`config.mk`:
```
export PLATFORM = sky130hd
export DESIGN_NAME = preemptive_priority_scheduler
export DESIGN_NICKNAME = d
export VERILOG_FILES = /design/src/rtl/psch_pkg.sv /design/src/rtl/psch_ram.sv /design/src/rtl/psch_select.sv /design/src/rtl/preemptive_priority_scheduler.sv
export SDC_FILE = /design/constraint.sdc
export NUM_CORES = 2
export LEC_CHECK = 0
export ABC_AREA = 1
export BUFFER_PORTS_ARGS = -buffer_cell sky130_fd_sc_hd__buf_2
export CAP_MARGIN = 5
export CORE_MARGIN = 8
export CORE_UTILIZATION = 39
export CTS_CLUSTER_SIZE = 28
export DETAILED_ROUTE_END_ITERATION = 16
export GPL_TIMING_DRIVEN = 0
export PLACE_DENSITY = 0.5
export SLEW_MARGIN = 10
export SYNTH_ARGS = -nofsm -noshare
export SYNTH_HDL_FRONTEND = slang
export SYNTH_SLANG_ARGS = --single-unit
```
`constraint.sdc`:
```
create_clock -name clk -period 6.7 [get_ports clk]
set_input_delay 0.335 -clock clk [delete_from_list [all_inputs] [get_ports clk]]
set_output_delay 0.335 -clock clk [all_outputs]
set_load 0.005 [all_outputs]
```
`src/rtl/psch_pkg.sv`:
```
// ----------------------------------------------------------------------------
// psch_pkg
// Shared widths, types and defaults of the preemptive priority scheduler.
// ----------------------------------------------------------------------------
package psch_pkg;

  localparam int MAX_PROCESSES_DEF = 16;

  localparam int ARR_W = 16;
  localparam int BUR_W = 16;
  localparam int PRI_W = 8;
  localparam int NUM_W = 5;
  localparam int FIN_W = 21;
  localparam int TAT_W = 20;
  localparam int WAIT_W = 20;

  localparam int IN_DATA_W  = 40;   // 16 + 16 + 8
  localparam int OUT_DATA_W = 72;   // 5 + 21 + 20 + 20 = 66, padded to bytes
  localparam int OUT_PAD_W  = OUT_DATA_W - NUM_W - FIN_W - TAT_W - WAIT_W;

  // record memory word: {arrival, burst, priority}
  localparam int REC_W = ARR_W + BUR_W + PRI_W;
  // progress memory word: {remaining, finish}
  localparam int PRG_W = BUR_W + FIN_W;

  typedef enum logic [3:0] {
    ST_IDLE   = 4'b0001,
    ST_SCAN   = 4'b0010,
    ST_UPDATE = 4'b0100,
    ST_DRAIN  = 4'b1000
  } state_t;

  // selection result of one scan round
  typedef struct packed {
    logic             have_pick;
    logic             have_next;
    logic [PRI_W-1:0] pick_pri;
    logic [ARR_W-1:0] pick_arr;
    logic [BUR_W-1:0] pick_rem;
    logic [ARR_W-1:0] next_arr;
  } sel_t;

endpackage

```
`src/rtl/psch_ram.sv`:
```
// ----------------------------------------------------------------------------
// psch_ram
// Single-port-write, single-port-read synchronous RAM, registered read data.
// ----------------------------------------------------------------------------
module psch_ram #(
  parameter int WIDTH = 8,
  parameter int DEPTH = 16
) (
  input  logic                     clk,
  input  logic                     we,
  input  logic [$clog2(DEPTH)-1:0] waddr,
  input  logic [WIDTH-1:0]         wdata,
  input  logic [$clog2(DEPTH)-1:0] raddr,
  output logic [WIDTH-1:0]         rdata
);

  logic [WIDTH-1:0] mem [DEPTH];

  always_ff @(posedge clk) begin
    if (we) begin
      mem[waddr] <= wdata;
    end
    rdata <= mem[raddr];
  end

endmodule

```
`src/rtl/psch_select.sv`:
```
// ----------------------------------------------------------------------------
// psch_select
// Running selection over one scan: best ready process and next arrival.
// ----------------------------------------------------------------------------
module psch_select #(
  parameter int IDX_W  = 4,
  parameter int TICK_W = 21
) (
  input  logic                     clk,
  input  logic                     rst,
  input  logic                     clear,
  input  logic                     eval,
  input  logic [TICK_W-1:0]        tick,
  input  logic [IDX_W-1:0]         cand_idx,
  input  logic [psch_pkg::ARR_W-1:0] cand_arr,
  input  logic [psch_pkg::PRI_W-1:0] cand_pri,
  input  logic [psch_pkg::BUR_W-1:0] cand_rem,
  output psch_pkg::sel_t           sel,
  output logic [IDX_W-1:0]         pick_idx
);

  logic arrived;
  logic better;
  logic sooner;

  assign arrived = {{(TICK_W-psch_pkg::ARR_W){1'b0}}, cand_arr} <= tick;
  // strict compares keep the lower index on a full tie
  assign better  = !sel.have_pick || (cand_pri < sel.pick_pri) ||
                   ((cand_pri == sel.pick_pri) && (cand_arr < sel.pick_arr));
  assign sooner  = !sel.have_next || (cand_arr < sel.next_arr);

  always_ff @(posedge clk) begin
    if (rst || clear) begin
      sel.have_pick <= 1'b0;
      sel.have_next <= 1'b0;
    end else if (eval && (cand_rem != '0)) begin
      if (arrived) begin
        if (better) begin
          sel.have_pick <= 1'b1;
          sel.pick_pri  <= cand_pri;
          sel.pick_arr  <= cand_arr;
          sel.pick_rem  <= cand_rem;
          pick_idx      <= cand_idx;
        end
      end else if (sooner) begin
        sel.have_next <= 1'b1;
        sel.next_arr  <= cand_arr;
      end
    end
  end

endmodule

```
`src/rtl/preemptive_priority_scheduler.sv`:
```
// ----------------------------------------------------------------------------
// preemptive_priority_scheduler
// Loads process records, schedules them by preemptive priority and streams
// per-process finish, turnaround and waiting times in load order.
// ----------------------------------------------------------------------------
// Loading: one record word per cycle, no result.
// Pass: each round scans all n loaded entries from memory through the registered
//   read port, then writes back the pick; a pass has at most 2n rounds, one per
//   completion and one per distinct arrival time.
// Drain: result words through the shared memory read port, one read in flight at a time.
// Reset clears the control state; the record memories are not cleared.
// ----------------------------------------------------------------------------
module preemptive_priority_scheduler #(
  parameter int MAX_PROCESSES = psch_pkg::MAX_PROCESSES_DEF
) (
  input  logic                            clk,
  input  logic                            rst,
  // slave side
  input  logic                            s_tvalid,
  output logic                            s_tready,
  // [15:0] arrival_time, [31:16] burst_time, [39:32] priority_level
  input  logic [psch_pkg::IN_DATA_W-1:0]  s_tdata,
  input  logic                            s_tlast,   // last_process
  // master side
  output logic                            m_tvalid,
  input  logic                            m_tready,
  // [4:0] process_number, [25:5] finish_time, [45:26] turnaround,
  // [65:46] waiting, [71:66] zero
  output logic [psch_pkg::OUT_DATA_W-1:0] m_tdata,
  output logic                            m_tlast    // last_result
);

  localparam int IW     = $clog2(MAX_PROCESSES);
  localparam int CW     = $clog2(MAX_PROCESSES + 1);
  // arrival plus the sum of all bursts stays below 2^16 * (MAX + 1); never
  // narrower than the finish field
  localparam int TICK_W = (psch_pkg::ARR_W + CW > psch_pkg::FIN_W) ?
                          psch_pkg::ARR_W + CW : psch_pkg::FIN_W;

  localparam int ARR_W = psch_pkg::ARR_W;
  localparam int BUR_W = psch_pkg::BUR_W;
  localparam int PRI_W = psch_pkg::PRI_W;
  localparam int FIN_W = psch_pkg::FIN_W;
  localparam int TAT_W = psch_pkg::TAT_W;

  psch_pkg::state_t state;

  logic [CW-1:0]     count;     // loaded entries, n during a pass
  logic [CW-1:0]     done;      // completed processes in the pass
  logic [CW-1:0]     idx;       // scan read address
  logic [CW-1:0]     o_idx;     // drain read address
  logic [IW-1:0]     ev_idx;    // entry whose read data is on the bus
  logic              rd_vld;    // scan read data valid
  logic              out_pend;  // drain read in flight
  logic [TICK_W-1:0] tick;

  // input word fields
  logic [ARR_W-1:0] in_arr;
  logic [BUR_W-1:0] in_bur;
  logic [PRI_W-1:0] in_pri;
  logic [BUR_W-1:0] in_bur_sat;
  logic             s_fire;
  logic             room;

  assign in_arr     = s_tdata[ARR_W-1:0];
  assign in_bur     = s_tdata[ARR_W+BUR_W-1:ARR_W];
  assign in_pri     = s_tdata[ARR_W+BUR_W+PRI_W-1:ARR_W+BUR_W];
  // a zero burst is stored as one tick
  assign in_bur_sat = (in_bur == '0) ? BUR_W'(1) : in_bur;
  assign s_tready   = (state == psch_pkg::ST_IDLE);
  assign s_fire     = s_tvalid && s_tready;
  assign room       = (count < CW'(MAX_PROCESSES));

  // memories
  logic                       rec_we;
  logic [psch_pkg::REC_W-1:0] rec_wdata;
  logic [psch_pkg::REC_W-1:0] rec_rdata;
  logic                       prg_we;
  logic [IW-1:0]              prg_waddr;
  logic [psch_pkg::PRG_W-1:0] prg_wdata;
  logic [psch_pkg::PRG_W-1:0] prg_rdata;
  logic [IW-1:0]              raddr;

  logic [ARR_W-1:0] rd_arr;
  logic [BUR_W-1:0] rd_bur;
  logic [PRI_W-1:0] rd_pri;
  logic [BUR_W-1:0] rd_rem;
  logic [FIN_W-1:0] rd_fin;

  assign rd_arr = rec_rdata[psch_pkg::REC_W-1:BUR_W+PRI_W];
  assign rd_bur = rec_rdata[BUR_W+PRI_W-1:PRI_W];
  assign rd_pri = rec_rdata[PRI_W-1:0];
  assign rd_rem = prg_rdata[psch_pkg::PRG_W-1:FIN_W];
  assign rd_fin = prg_rdata[FIN_W-1:0];

  // selection unit
  psch_pkg::sel_t sel;
  logic [IW-1:0]  pick_idx;
  logic           sel_clear;

  // a new scan round starts after a last record or after each write-back
  assign sel_clear = (s_fire && s_tlast) || (state == psch_pkg::ST_UPDATE);

  psch_select #(
    .IDX_W  (IW),
    .TICK_W (TICK_W)
  ) u_select (
    .clk      (clk),
    .rst      (rst),
    .clear    (sel_clear),
    .eval     (rd_vld),
    .tick     (tick),
    .cand_idx (ev_idx),
    .cand_arr (rd_arr),
    .cand_pri (rd_pri),
    .cand_rem (rd_rem),
    .sel      (sel),
    .pick_idx (pick_idx)
  );

  // write-back arithmetic: run the pick until it ends or the next arrival
  logic [TICK_W-1:0] gap;
  logic              cut;
  logic [BUR_W-1:0]  span;
  logic [BUR_W-1:0]  new_rem;
  logic [TICK_W-1:0] tick_new;
  logic [CW-1:0]     done_next;

  assign gap      = {{(TICK_W-ARR_W){1'b0}}, sel.next_arr} - tick;
  assign cut      = sel.have_next &&
                    (gap < {{(TICK_W-BUR_W){1'b0}}, sel.pick_rem});
  assign span     = cut ? gap[BUR_W-1:0] : sel.pick_rem;
  assign new_rem  = sel.pick_rem - span;
  assign tick_new = tick + {{(TICK_W-BUR_W){1'b0}}, span};
  assign done_next = (new_rem == '0) ? done + CW'(1) : done;

  // memory port muxing
  assign rec_we    = s_fire && room;
  assign rec_wdata = {in_arr, in_bur_sat, in_pri};
  assign prg_we    = rec_we || ((state == psch_pkg::ST_UPDATE) && sel.have_pick);
  assign prg_waddr = (state == psch_pkg::ST_UPDATE) ? pick_idx : count[IW-1:0];
  assign prg_wdata = (state == psch_pkg::ST_UPDATE) ? {new_rem, tick_new[FIN_W-1:0]}
                                                    : {in_bur_sat, {FIN_W{1'b0}}};
  assign raddr     = (state == psch_pkg::ST_DRAIN) ? o_idx[IW-1:0] : idx[IW-1:0];

  psch_ram #(
    .WIDTH (psch_pkg::REC_W),
    .DEPTH (MAX_PROCESSES)
  ) u_rec_ram (
    .clk   (clk),
    .we    (rec_we),
    .waddr (count[IW-1:0]),
    .wdata (rec_wdata),
    .raddr (raddr),
    .rdata (rec_rdata)
  );

  psch_ram #(
    .WIDTH (psch_pkg::PRG_W),
    .DEPTH (MAX_PROCESSES)
  ) u_prg_ram (
    .clk   (clk),
    .we    (prg_we),
    .waddr (prg_waddr),
    .wdata (prg_wdata),
    .raddr (raddr),
    .rdata (prg_rdata)
  );

  // result arithmetic, modulo the field widths
  logic [FIN_W-1:0] tat_full;
  logic [TAT_W-1:0] tat;
  logic [TAT_W-1:0] wt;
  logic             issue;
  logic             last_out;

  assign tat_full = rd_fin - {{(FIN_W-ARR_W){1'b0}}, rd_arr};
  assign tat      = tat_full[TAT_W-1:0];
  assign wt       = tat - {{(TAT_W-BUR_W){1'b0}}, rd_bur};
  // read the next entry only when the output register is free next cycle
  assign issue    = (state == psch_pkg::ST_DRAIN) && !out_pend &&
                    (!m_tvalid || m_tready);
  assign last_out = ((o_idx + CW'(1)) == count);

  // control
  always_ff @(posedge clk) begin
    if (rst) begin
      state    <= psch_pkg::ST_IDLE;
      count    <= '0;
      done     <= '0;
      idx      <= '0;
      o_idx    <= '0;
      rd_vld   <= 1'b0;
      out_pend <= 1'b0;
      tick     <= '0;
      m_tvalid <= 1'b0;
    end else begin
      rd_vld   <= (state == psch_pkg::ST_SCAN) && (idx < count);
      ev_idx   <= idx[IW-1:0];
      out_pend <= issue;

      case (state)
        psch_pkg::ST_IDLE: begin
          if (s_fire) begin
            if (room) begin
              count <= count + CW'(1);
            end
            if (s_tlast) begin
              state <= psch_pkg::ST_SCAN;
              idx   <= '0;
              done  <= '0;
              tick  <= '0;
            end
          end
        end
        psch_pkg::ST_SCAN: begin
          // the last entry is evaluated in the cycle that idx reaches count
          if (idx == count) begin
            state <= psch_pkg::ST_UPDATE;
          end else begin
            idx <= idx + CW'(1);
          end
        end
        psch_pkg::ST_UPDATE: begin
          idx <= '0;
          if (sel.have_pick) begin
            tick <= tick_new;
            done <= done_next;
            if (done_next == count) begin
              state <= psch_pkg::ST_DRAIN;
              o_idx <= '0;
            end else begin
              state <= psch_pkg::ST_SCAN;
            end
          end else begin
            // nothing ready: jump to the next arrival
            tick  <= {{(TICK_W-ARR_W){1'b0}}, sel.next_arr};
            state <= psch_pkg::ST_SCAN;
          end
        end
        psch_pkg::ST_DRAIN: begin
          if (out_pend) begin
            o_idx <= o_idx + CW'(1);
            if (last_out) begin
              state <= psch_pkg::ST_IDLE;
              count <= '0;
            end
          end
        end
        default: begin
          state <= psch_pkg::ST_IDLE;
        end
      endcase

      // hold the result word until taken
      if (out_pend) begin
        m_tvalid <= 1'b1;
      end else if (m_tready) begin
        m_tvalid <= 1'b0;
      end
    end
  end

  // output payload
  logic [psch_pkg::NUM_W-1:0] num;

  assign num = psch_pkg::NUM_W'(o_idx + CW'(1));

  always_ff @(posedge clk) begin
    if (out_pend) begin
      m_tdata <= {{psch_pkg::OUT_PAD_W{1'b0}}, wt, tat, rd_fin, num};
      m_tlast <= last_out;
    end
  end

  // checks
  a_done_below_n: assert property (@(posedge clk) disable iff (rst)
    (state == psch_pkg::ST_SCAN) |-> (done < count))
    else $error("completion count reached n inside a scan");

  a_pick_has_work: assert property (@(posedge clk) disable iff (rst)
    ((state == psch_pkg::ST_UPDATE) && sel.have_pick) |-> (sel.pick_rem != '0))
    else $error("picked process has no remaining work");

  a_idle_has_arrival: assert property (@(posedge clk) disable iff (rst)
    ((state == psch_pkg::ST_UPDATE) && !sel.have_pick) |-> sel.have_next)
    else $error("idle round without a pending arrival");

  a_pend_loads_out: assert property (@(posedge clk) disable iff (rst)
    out_pend |=> m_tvalid)
    else $error("drain read did not reach the output register");

  a_issue_free_slot: assert property (@(posedge clk) disable iff (rst)
    out_pend |-> !m_tvalid)
    else $error("drain read landed on an occupied output register");

endmodule
```
==> results <==
- The flow ran to the end, but the final reports show violations.
- The final reports fail on max-capacitance violations.
- The horizontal extent of the die is 417 µm.
- After synthesis, the mean cell area works out to about 12 µm².
- Across the VDD grid, the largest voltage drop is 0.000275 V.
- The cell occurring most often along the worst timing path is nand2_1.
- The maximum level of the CTS H-tree is 4.
- The count of unique library cells instantiated by Yosys is 53.
- The launching instance or port of the critical path is u_select.sel[0].
- In this run, synthesis inferred 1,363 flip-flops with an integrated enable.
- The predominant post-synthesis flop cell is edfxtp_1.
- The largest clock skew in the final design is 0.0516 ns.
- After floorplanning, the core was sized to cover 0.160 mm².
- Relative to the synthesized area, the layout overhead comes to 18.3%.
- In this run, placement finished with an instance count of roughly 7,600.
- For this run, design rule violations remaining after detail routing come to 0.
- Of all nets on the critical path, the largest fanout is 16.
- The synthesized netlist occupies a cell area of between 0.06 and 0.07 mm².
- The clock reaches the later pin of the worst-skew pair after 0.82 ns.
- The number of antenna violations at the first check in global routing is 31.
- The endpoint identified for the worst register-to-register timing path is u_prg_ram.mem[8][10].
- The number of sinks on the clock net is 1,490.
- Dividing the detail-routed via count by the number of cells gives 5.68.
- The critical path ends at u_prg_ram.mem[8][10].
- The final weighted congestion in routability-driven placement is roughly 0.9.
- Setup repair after global routing could not meet its margin everywhere.
- The final layout contains routed wiring with a total length of between 200 and 250 mm.
- Entering global routing, the biggest net connects 62 pins.
- The number of I/O pins is 120.
- The number of optimization iterations in the first detailed-route pass is 6.
- The data arrival time at the worst-slack endpoint is approximately 7 ns.
- The clock transition at the registers of the reported paths is 0.06 ns.
- The sequential-to-total area share from yosys stat is 0.694.
- The number of endpoints failing setup at the final stage is 0.
- Yosys printed 0 warnings.
- The sort of element at the start of the critical path is a flop.
- The share of synthesized registers carrying an async set or reset is 0.
- The critical path is of the flop to flop type.
- The number of failing hold endpoints at the final stage is 0.
- The quantity of I/O buffers inserted on ports is approximately 110.
- The number of global-route vias before repair is 42,900.
- In the synthesized netlist, the number of instances is 5,271.
- In this run the register-to-register setup slack is 0.30 ns.
- The die extent in y is 417 µm.
- The transition time at the pin with the least slew margin is 1.47 ns.
- The total congestion overflow is 0.
- The timing-limited maximum frequency is 0.156 GHz.
- The endpoint kind of the worst setup timing path is a flop.
- The routed design could run at a clock period as short as roughly 6.4 ns.
- After routing, the total negative slack on setup checks comes to 0 ns.
- The count of nets after finishing is 5,894.
- After the first detailed-routing iteration, the DRC count stood at 5,779.
- The starting density of the core is 0.391.
- On the critical path, the stage with the largest delay is an instance of nor2_1.
- In this run the clock root is driven by a clkbuf_16.
- The worst hold path belongs to the class input port to flop.
- The post-route core utilization is 0.463.
- The count of standard-cell rows is around 150.
- The HPWL after detailed placement is around 160 mm.
- The data required time at the worst endpoint is 7.10 ns.
- The CTS buffer count is approximately 160.
- No sink is reached through more buffers than the 3 on the longest clock path.
- The wire length of the first global-routing pass is 324 mm.
- In this run the tightest slew margin relative to its limit is 0.0125.
- The max capacitance violation total is 1.
- The share of cells above drive strength 1 is 0.106.
- The count of nets left with antenna violations once routing finished came out at 0.
- The count of final max-slew check failures is 0.
- The total global routing track utilization is 0.261.
- Detailed routing inserted a total of 45,000 vias.
- After detailed routing, the average wire length per cell comes to 29.5 µm.
- The floorplan step defined a die boundary enclosing 0.174 mm².
- Excluding fillers, the count of instances in the completed layout stands at 7,930.
- The part of the cycle the worst path needs is 0.955.
- The worst stage delay on the critical path is 0.99 ns.
- Measured in cells, the most critical reg-to-reg path has a length of 32.
- The worst register-to-register path begins at u_select.sel[0].
- The register bit count reported by yosys is 1,490.
- The CTS tree is done.
- The power density of the placed cells is 313 mW/mm².
- For this design the static power due to leakage is 25.3 nW.
placed cells by master (no fill, tap or decap), types with 51 or more instances in the layout:
master     instances
buf_2            114
o21ai_0          707
xor2_1            51
o32ai_1           98
o221ai_1          61
clkbuf_1         292
nor2_1          1018
inv_1            288
dfxtp_1          126
o211ai_1         140
a21oi_1          124
clkbuf_16        161
nand3_1           74
nor3_1            67
edfxtp_1        1363
ha_1             144
nand2_1          399
power breakdown:
part	switching (mW)	total (mW)	leakage (nW)	internal [mW]
sequential	0.245	10.8	13.1	10.6
combinational	2.36	3.43	9.62	1.07
clock	3.88	8.94	2.58	5.06
total	6.49	23.2	25.3	16.7
cell type report:
class / instances / area (µm²)
Clock inverter: 93 / 982
Fill cell: 14600 / 85900
Antenna cell: 19 / 47.5
Inverter: 301 / 1130
Tap cell: 2086 / 2610
Sequential cell: 1490 / 43500
Timing Repair Buffer: 245 / 2750
Clock buffer: 211 / 4320
Multi-Input combinational cell: 3193 / 17700
Buffer: 292 / 1140
cells by family after synthesis:
logic type | after synthesis | synth area share
adder cells (fa/ha/maj) | 165 | 0.0336
buffers and inverters | 593 | 0.0360
XOR/XNOR | 81 | 0.0113
AND/OR/NAND/NOR | 1716 | 0.110
AO/OA/AOI/OAI | 1225 | 0.115
flip-flops | 1490 | 0.694
other | 1 | 0.0000599
metrics by stage:
step                cell area (µm²)  setup slack [ns]  total power [mW]  hold slack (ns)
detailed placement            67900             -1.35              14.3            0.404
global placement              65800             -1.65              14.2            0.402
finish                        74100             0.298              23.2            0.101
floorplan                     62700             0.832              12.9            0.386
CTS                           73700           0.00260              23.2           0.0547
global route                  74100           -0.0501              24.0           0.0567
Yosys cell counts (2+ instances only):
library cell	instances	area, µm²
o22ai_1	2	12.5
ha_1	160	2000
nand2_2	11	68.8
nor2_1	1075	4040
o221ai_1	61	534
nand4_1	35	219
o21ai_0	733	3670
clkbuf_1	264	991
a21boi_0	6	45.0
nor3b_1	4	30.0
nand2_1	408	1530
a211oi_1	4	30.0
buf_1	21	78.8
o31ai_1	3	22.5
o21ai_1	7	35.0
fa_1	5	100
nand3_2	4	40.0
edfxtp_1	1363	40900
o21bai_1	6	45.0
a21oi_2	2	17.5
xnor2_1	25	219
nand3_1	75	375
nor2_2	9	56.3
o211a_1	2	20.0
nand2_4	2	22.5
inv_2	6	22.5
dfxtp_1	127	2540
clkinv_1	4	15.0
buf_4	6	45.0
o21a_1	2	15.0
nor3_1	68	340
a21oi_1	127	636
a21o_1	8	60.1
a22oi_1	2	15.0
nor4_1	14	87.6
xor2_1	56	490
or3_1	3	18.8
o211ai_1	140	1050
inv_1	291	1090
a31oi_1	20	125
o32ai_1	98	858
worst min-delay path by stage:
stage | from | end | slack, ns | cells after the start
3_5_place_dp | u_prg_ram.rdata[20] | m_tdata[25] | 0.40 | 0
6_report | s_tlast | state[1] | 0.10 | 5
2_1_floorplan | u_prg_ram.rdata[20] | m_tdata[25] | 0.39 | 0
5_1_grt | s_tdata[29] | u_prg_ram.mem[15][34] | 0.06 | 3
3_3_place_gp | u_prg_ram.rdata[20] | m_tdata[25] | 0.40 | 0
4_1_cts | s_tdata[29] | u_prg_ram.mem[15][34] | 0.05 | 3
timing repair:
item | CTS | global route
hold endpoints to repair | 391 | 0
setup buffers | 4 | 10
hold buffers | 28 | 0
endpoints found under the setup margin | 207 | 192
resized for setup | 30 | 66
pin swaps | 5 | 9
flip-flops by register name (all words and copies together) (netlist names), 21 cells and up:
signal,flops
m_tdata,66
u_rec_ram.mem,640
tick,21
u_prg_ram.rdata,37
u_prg_ram.mem,592
u_rec_ram.rdata,40
u_select.sel,58
layer usage:
layer | global-route usage | up-vias | routed length, µm
li1 | - | 19900 | -
met1 | 0.353 | 22500 | 95500
met2 | 0.406 | 2270 | 106000
met3 | 0.0657 | 405 | 23700
met4 | 0.0966 | 12 | 8870
met5 | 0 | - | 79
critical path: cells and delay by family (launching register included):
kind	cells	cell delay (ns)
flip-flops	1	0.37
XOR/XNOR	2	0.73
adder cells (fa/ha/maj)	5	1.58
AND/OR/NAND/NOR	15	2.22
AO/OA/AOI/OAI	5	0.76
buffers and inverters	5	0.34
No activity file was read; power rests on OpenSTA's default activity.
